`config.mk`:
```
export PLATFORM = sky130hd
export DESIGN_NAME = boolean_row_reduce_scan_top
export DESIGN_NICKNAME = d
export VERILOG_FILES = /design/src/rtl/brrs_pkg.sv /design/src/rtl/boolean_row_reduce_scan_top.sv
export SDC_FILE = /design/constraint.sdc
export NUM_CORES = 1
export LEC_CHECK = 0
export BUFFER_PORTS_ARGS = -buffer_cell sky130_fd_sc_hd__buf_2
export CORE_MARGIN = 4
export CORE_UTILIZATION = 25
export DETAILED_ROUTE_END_ITERATION = 6
export HOLD_SLACK_MARGIN = 0.05
export PLACE_DENSITY = 0.43
export SLEW_MARGIN = 20
export SYNTH_ARGS = -nofsm -noshare
export SYNTH_HDL_FRONTEND = slang
export SYNTH_SLANG_ARGS = --single-unit
```
`constraint.sdc`:
```
create_clock -name clk -period 7.3 [get_ports clk]
set_clock_uncertainty 0.05 [all_clocks]
set_input_delay 0.365 -clock clk [delete_from_list [all_inputs] [get_ports clk]]
set_output_delay 0.365 -clock clk [all_outputs]
set_load 0.05 [all_outputs]
```
`src/rtl/brrs_pkg.sv`:
```
`timescale 1ns / 1ps
// ----------------------------------------------------------------------------
// brrs_pkg: shared types for the Boolean row reduce/scan block
// Payload structs, operation codes and register indexes.
// ----------------------------------------------------------------------------
package brrs_pkg;

  localparam int unsigned CountWidth = 16;
  localparam int unsigned CfgIndexWidth = 2;
  localparam int unsigned CfgDataWidth = 3;
  localparam longint unsigned MaxRowLengthDefault = 64'd65535;

  typedef enum logic [2:0] {
    OP_CARET_REDUCE = 3'd0,
    OP_CARET_SCAN   = 3'd1,
    OP_EQ_REDUCE    = 3'd2,
    OP_NE_REDUCE    = 3'd3,
    OP_EQ_SCAN      = 3'd4,
    OP_NE_SCAN      = 3'd5,
    OP_PLUS_REDUCE  = 3'd6
  } op_t;

  typedef enum logic [CfgIndexWidth-1:0] {
    REG_OPERATION         = 2'd0,
    REG_MARKER_COMPLEMENT = 2'd1,
    REG_IDENTITY_BIT      = 2'd2,
    REG_SUFFIX_BIT        = 2'd3
  } reg_index_t;

  typedef struct packed {
    logic data_bit;
    logic last_in_row;
  } in_item_t;

  typedef struct packed {
    logic                  result_bit;
    logic [CountWidth-1:0] ones_count;
    logic                  row_done;
  } out_item_t;

endpackage

```
`src/rtl/boolean_row_reduce_scan_top.sv`:
```
`timescale 1ns / 1ps
// ----------------------------------------------------------------------------
// boolean_row_reduce_scan_top: Boolean reduce and scan along rows
// Caret reduce/scan by the first-marker method, equal and not-equal by
// parity, and a saturating ones count for plus reduce.
// ----------------------------------------------------------------------------
//
//   Channel   Signals                         Direction  Transfer when
//   in        in_valid, in_stall, in_data     sink       in_valid && !in_stall
//   out       out_valid, out_stall, out_data  source     out_valid && !out_stall
//   cfg       cfg_we, cfg_index, cfg_data     sink       cfg_we
//
// One element per cycle unless stalled: each passes through one level of logic
// into the output register, so a result appears the cycle after its transfer.
// The output register frees itself in the cycle it is taken, so input stalls
// only while a result is held by out_stall.
// Reset (rst, synchronous) clears the configuration registers, the row state and out_valid.
// Reductions give a result only on the element that closes its row.
// ----------------------------------------------------------------------------
module boolean_row_reduce_scan_top #(
  parameter longint unsigned MAX_ROW_LENGTH = brrs_pkg::MaxRowLengthDefault
) (
  input  logic                                clk,
  input  logic                                rst,
  input  logic                                in_valid,
  output logic                                in_stall,
  input  brrs_pkg::in_item_t                  in_data,
  output logic                                out_valid,
  input  logic                                out_stall,
  output brrs_pkg::out_item_t                 out_data,
  input  logic                                cfg_we,
  input  logic [brrs_pkg::CfgIndexWidth-1:0]  cfg_index,
  input  logic [brrs_pkg::CfgDataWidth-1:0]   cfg_data
);

  localparam logic [brrs_pkg::CountWidth-1:0] CountCeiling =
    (MAX_ROW_LENGTH < 64'd65535) ? MAX_ROW_LENGTH[brrs_pkg::CountWidth-1:0]
                                 : {brrs_pkg::CountWidth{1'b1}};

  // configuration
  brrs_pkg::op_t operation;
  logic          marker_complement;
  logic          identity_bit;
  logic          suffix_bit;

  // row state; only the parity of the position ever reaches a result
  logic                            pos_parity;
  logic                            marker_seen;
  logic                            infix_value;
  logic [brrs_pkg::CountWidth-1:0] ones_so_far;
  logic                            zeros_parity;

  logic                            pos_parity_next;
  logic                            marker_seen_next;
  logic                            infix_value_next;
  logic [brrs_pkg::CountWidth-1:0] ones_so_far_next;
  logic                            zeros_parity_next;

  logic                accept;
  logic                is_marker;
  logic                prefix_bit;
  logic                caret_bit;
  logic                ones_parity;
  logic                emit;
  brrs_pkg::out_item_t result;

  assign in_stall = out_valid && out_stall;
  assign accept   = in_valid && !in_stall;

  always_comb begin
    is_marker  = (in_data.data_bit == !marker_complement);
    prefix_bit = pos_parity ? identity_bit : marker_complement;

    marker_seen_next = marker_seen;
    infix_value_next = infix_value;
    if (marker_seen) begin
      caret_bit = (infix_value == suffix_bit);
    end else if (is_marker) begin
      marker_seen_next = 1'b1;
      infix_value_next = !prefix_bit;
      caret_bit        = !prefix_bit;
    end else begin
      caret_bit = prefix_bit;
    end

    zeros_parity_next = zeros_parity ^ !in_data.data_bit;
    if (in_data.data_bit && (ones_so_far < CountCeiling)) begin
      ones_so_far_next = ones_so_far + brrs_pkg::CountWidth'(1);
    end else begin
      ones_so_far_next = ones_so_far;
    end
    pos_parity_next = !pos_parity;
    ones_parity     = pos_parity_next ^ zeros_parity_next;

    emit              = 1'b0;
    result.result_bit = 1'b0;
    result.ones_count = '0;
    result.row_done   = in_data.last_in_row;
    case (operation)
      brrs_pkg::OP_CARET_REDUCE: begin
        emit              = in_data.last_in_row;
        result.result_bit = caret_bit;
      end
      brrs_pkg::OP_CARET_SCAN: begin
        emit              = 1'b1;
        result.result_bit = caret_bit;
      end
      brrs_pkg::OP_EQ_REDUCE: begin
        emit              = in_data.last_in_row;
        result.result_bit = !zeros_parity_next;
      end
      brrs_pkg::OP_NE_REDUCE: begin
        emit              = in_data.last_in_row;
        result.result_bit = ones_parity;
      end
      brrs_pkg::OP_EQ_SCAN: begin
        emit              = 1'b1;
        result.result_bit = !zeros_parity_next;
      end
      brrs_pkg::OP_NE_SCAN: begin
        emit              = 1'b1;
        result.result_bit = ones_parity;
      end
      brrs_pkg::OP_PLUS_REDUCE: begin
        emit              = in_data.last_in_row;
        result.ones_count = ones_so_far_next;
      end
      default: begin
        emit = 1'b0;
      end
    endcase
  end

  // configuration registers
  always_ff @(posedge clk) begin
    if (rst) begin
      operation         <= brrs_pkg::OP_CARET_REDUCE;
      marker_complement <= 1'b0;
      identity_bit      <= 1'b0;
      suffix_bit        <= 1'b0;
    end else if (cfg_we) begin
      case (cfg_index)
        brrs_pkg::REG_OPERATION:         operation <= brrs_pkg::op_t'(cfg_data);
        brrs_pkg::REG_MARKER_COMPLEMENT: marker_complement <= cfg_data[0];
        brrs_pkg::REG_IDENTITY_BIT:      identity_bit <= cfg_data[0];
        brrs_pkg::REG_SUFFIX_BIT:        suffix_bit <= cfg_data[0];
        default: begin
        end
      endcase
    end
  end

  // row state: advance on each transfer, clear at the row end
  always_ff @(posedge clk) begin
    if (rst) begin
      pos_parity   <= 1'b0;
      marker_seen  <= 1'b0;
      infix_value  <= 1'b0;
      ones_so_far  <= '0;
      zeros_parity <= 1'b0;
    end else if (accept) begin
      if (in_data.last_in_row) begin
        pos_parity   <= 1'b0;
        marker_seen  <= 1'b0;
        infix_value  <= 1'b0;
        ones_so_far  <= '0;
        zeros_parity <= 1'b0;
      end else begin
        pos_parity   <= pos_parity_next;
        marker_seen  <= marker_seen_next;
        infix_value  <= infix_value_next;
        ones_so_far  <= ones_so_far_next;
        zeros_parity <= zeros_parity_next;
      end
    end
  end

  // output register: load on transfer, drop once taken
  always_ff @(posedge clk) begin
    if (rst) begin
      out_valid <= 1'b0;
    end else if (accept) begin
      out_valid <= emit;
    end else if (!out_stall) begin
      out_valid <= 1'b0;
    end
  end

  always_ff @(posedge clk) begin
    if (accept && emit) begin
      out_data <= result;
    end
  end

  // assertions
  a_stall_only_when_held: assert property (@(posedge clk) disable iff (rst)
    in_stall |-> out_valid)
    else $error("input stalled with an empty output register");

  a_row_end_clears: assert property (@(posedge clk) disable iff (rst)
    accept && in_data.last_in_row |=>
      !pos_parity && !marker_seen && !zeros_parity && (ones_so_far == '0))
    else $error("row state not cleared after the row end");

  a_count_ceiling: assert property (@(posedge clk) disable iff (rst)
    ones_so_far <= CountCeiling)
    else $error("ones count above its ceiling");

  a_count_only_at_row_end: assert property (@(posedge clk) disable iff (rst)
    out_valid && (out_data.ones_count != '0) |->
      out_data.row_done && !out_data.result_bit)
    else $error("ones count shown outside a plus reduce row result");

endmodule
```
==> qor.txt <==
met1 usage - 15.27%
routed vias - 2,103
CP Capture Type - flip-flop
Netlist cell types - 50
Iteration-0 DRC Markers - 99
R2R Setup Slk - 5110 ps
async set-reset flop share out of synthesis - 0%
Initial Util - 25.71%
Via density - 5.031
Die Area - 11,180 sq um
Detail Placement HPWL - 4278 um
Hold Violations, Final - 0
Vert. Die Dim - 105.7 um
worst endpoint required time - 7380 ps
commonest non-fill, non-tap cell in the layout - buf_2
gp weighted congestion - 0.7787
Synth area leader - dfxtp_1
fin crit share - 30.04%
Area contributors post-synth - dfxtp_1 23%, edfxtp_1 23%, a21oi_1 4.8%
htree depth - 2
gr ovfl total - 0
Routed wire per std cell - 14.29 um
PwrDens - 175.1 nW/um^2
FP Rows - 35
post-synth top area share - 22.64%
CTS clk-pin slew, worst paths - 80 ps
Syn Nets - 274
first-pass GRT wire length - 10,060 um
worst-path fanout max - 8
Synth Flop Type - dfxtp_1
worst skew pair latency - 290 ps
final WL - 5973 um
Layout Area Growth over Synthesis - 15.20%
Num CTS Buffers - 5
Slew HR - 49.94%
diode count - 0
register area share after synthesis - 45.28%
Post-CTS Hold Buffers - 0
Max Buffers Root-to-Sink - 2
RSZ-0062 raised after global routing - false
Leak Pwr - 0.8903 nW
Nets - 301
Tmin final - 2193 ps
CTS sink count - 45
Hold Path Class - input port to flip-flop
number of max-cap violations - 0
Core Area - 9284 sq um
initial antenna violation count - 0
I/O Buffers - 31
Die X - 105.7 um
worst slew pin tran - 744.5 ps
area of the multi-input gates - 1235 sq um
crit start category - flip-flop
Pins Over Slew Limit - 0
post-CTS sizing - 0
First-pass DRT Iterations - 5
DRC Markers - 0
Achievable Freq - 456.1 MHz
critical path arrival - 2270 ps
layer with the highest usage - met2
TritonCTS clock tree - built
cell count after synthesis - 261
largest net degree at the start of global routing - 25
GRT Total Usage - 11.09%
status - complete, no violations
register area - 1081 sq um
met3 usage - 2.266%
Final setup viols - 0
WS Path Type - flip-flop to flip-flop
FF+latch count, synth - 45
Ports - 32
Synth Area per Inst - 9.147 sq um
fillers - 1,035
layout cells sized above 1 - 15.92%
vias in the first global route - 1,942
final cell count without fillers - 418
IR drop worst, VDD - 58.59 uV
number of nets with antenna violations after detailed routing - 0
number of setup buffers added after CTS - 0
Setup TNS Final - 0 ps
most frequent cells in the layout - 31 x buf_2, 27 x dfxtp_1, 23 x a21oi_1, 22 x nand2_1, 20 x nor2_1
met2 usage - 17.62%
Placed Instances - 410
CTS root buffer - clkbuf_8
Post-synth EDFFs - 18
Mapped Area - 2387 sq um
synth warn - 0
-- power breakdown --
group          switching [W]  total (W)  internal (W)
Clock              0.0000844   0.000153     0.0000683
Combinational      0.0000410  0.0000560     0.0000149
Sequential        0.00000452   0.000273      0.000268
Total               0.000130   0.000481      0.000351
-- per-stage QoR --
step                      setup WS, ps  utilization [%]   power, W  area, sq um  hold slack (ps)
after floorplan                   4578                -  0.0003179         2387            413.9
after global placement            5040            28.71  0.0003358         2665            441.2
after detailed placement          5006            28.71  0.0003358         2665            442.8
after CTS                         5082            29.57  0.0004930         2745            241.2
after global routing              4892            29.62  0.0005068         2750            280.6
final                             5107            29.62  0.0004814         2750            248.4
-- cell type report --
class | instances | share of cell area [%]
Multi-Input combinational cell | 197 | 44.90
Sequential cell | 45 | 39.31
Timing Repair Buffer | 33 | 6.187
Tap cell | 129 | 5.869
Clock buffer | 8 | 2.912
Inverter | 6 | 0.8189
-- registers in the layout (all words and copies together) (netlist names) --
signal	cells
marker_seen	1
pos_parity	1
marker_complement	1
out_data	18
ones_so_far	16
out_valid	1
infix_value	1
identity_bit	1
suffix_bit	1
zeros_parity	1
operation	3
-- Yosys cell counts, types with 6 or more instances --
cell type,instances
inv_1,6
nand3_1,15
o211ai_1,7
clkbuf_1,6
a21oi_1,23
dfxtp_1,27
o21ai_0,13
or4_1,10
edfxtp_1,18
or3_1,15
a31oi_1,7
nand2_1,22
nor2_1,20
mux2i_1,7
-- critical path, cell delays in order, from the launching register on --
cell and delay, ps:
dfxtp_1 480, nand3_1 220, or4_1 690, or4_1 450
a21oi_1 150
-- worst paths after layout --
kind	cells past startpoint	end	startpoint
worst max-delay path	4	out_data[14]	ones_so_far[4]
worst min-delay path	3	operation[2]	cfg_data[2]
worst max register to register	4	out_data[14]	ones_so_far[4]
worst min register to register	2	infix_value	infix_value
-- routing by layer --
| layer | up-vias | share of wire [%] | routed length, um |
|---|---|---|---|
| li1 | 1061 | - | - |
| met1 | 995 | 48 | 2871 |
| met2 | 40 | 46 | 2776 |
| met3 | 7 | 4.2 | 252 |
| met4 | 0 | 1.2 | 73 |
| met5 | - | 0 | 0 |
-- cell families after synthesis --
logic type	count (synthesis)	share of synthesized area (%)
AO/OA/AOI/OAI	70	19.03
adder cells (fa/ha/maj)	1	0.5240
XOR/XNOR	9	3.302
multiplexers	7	2.935
buffers and inverters	19	3.406
AND/OR/NAND/NOR	110	25.52
flip-flops	45	45.28
Note: power is estimated with default switching activity, not from simulation.
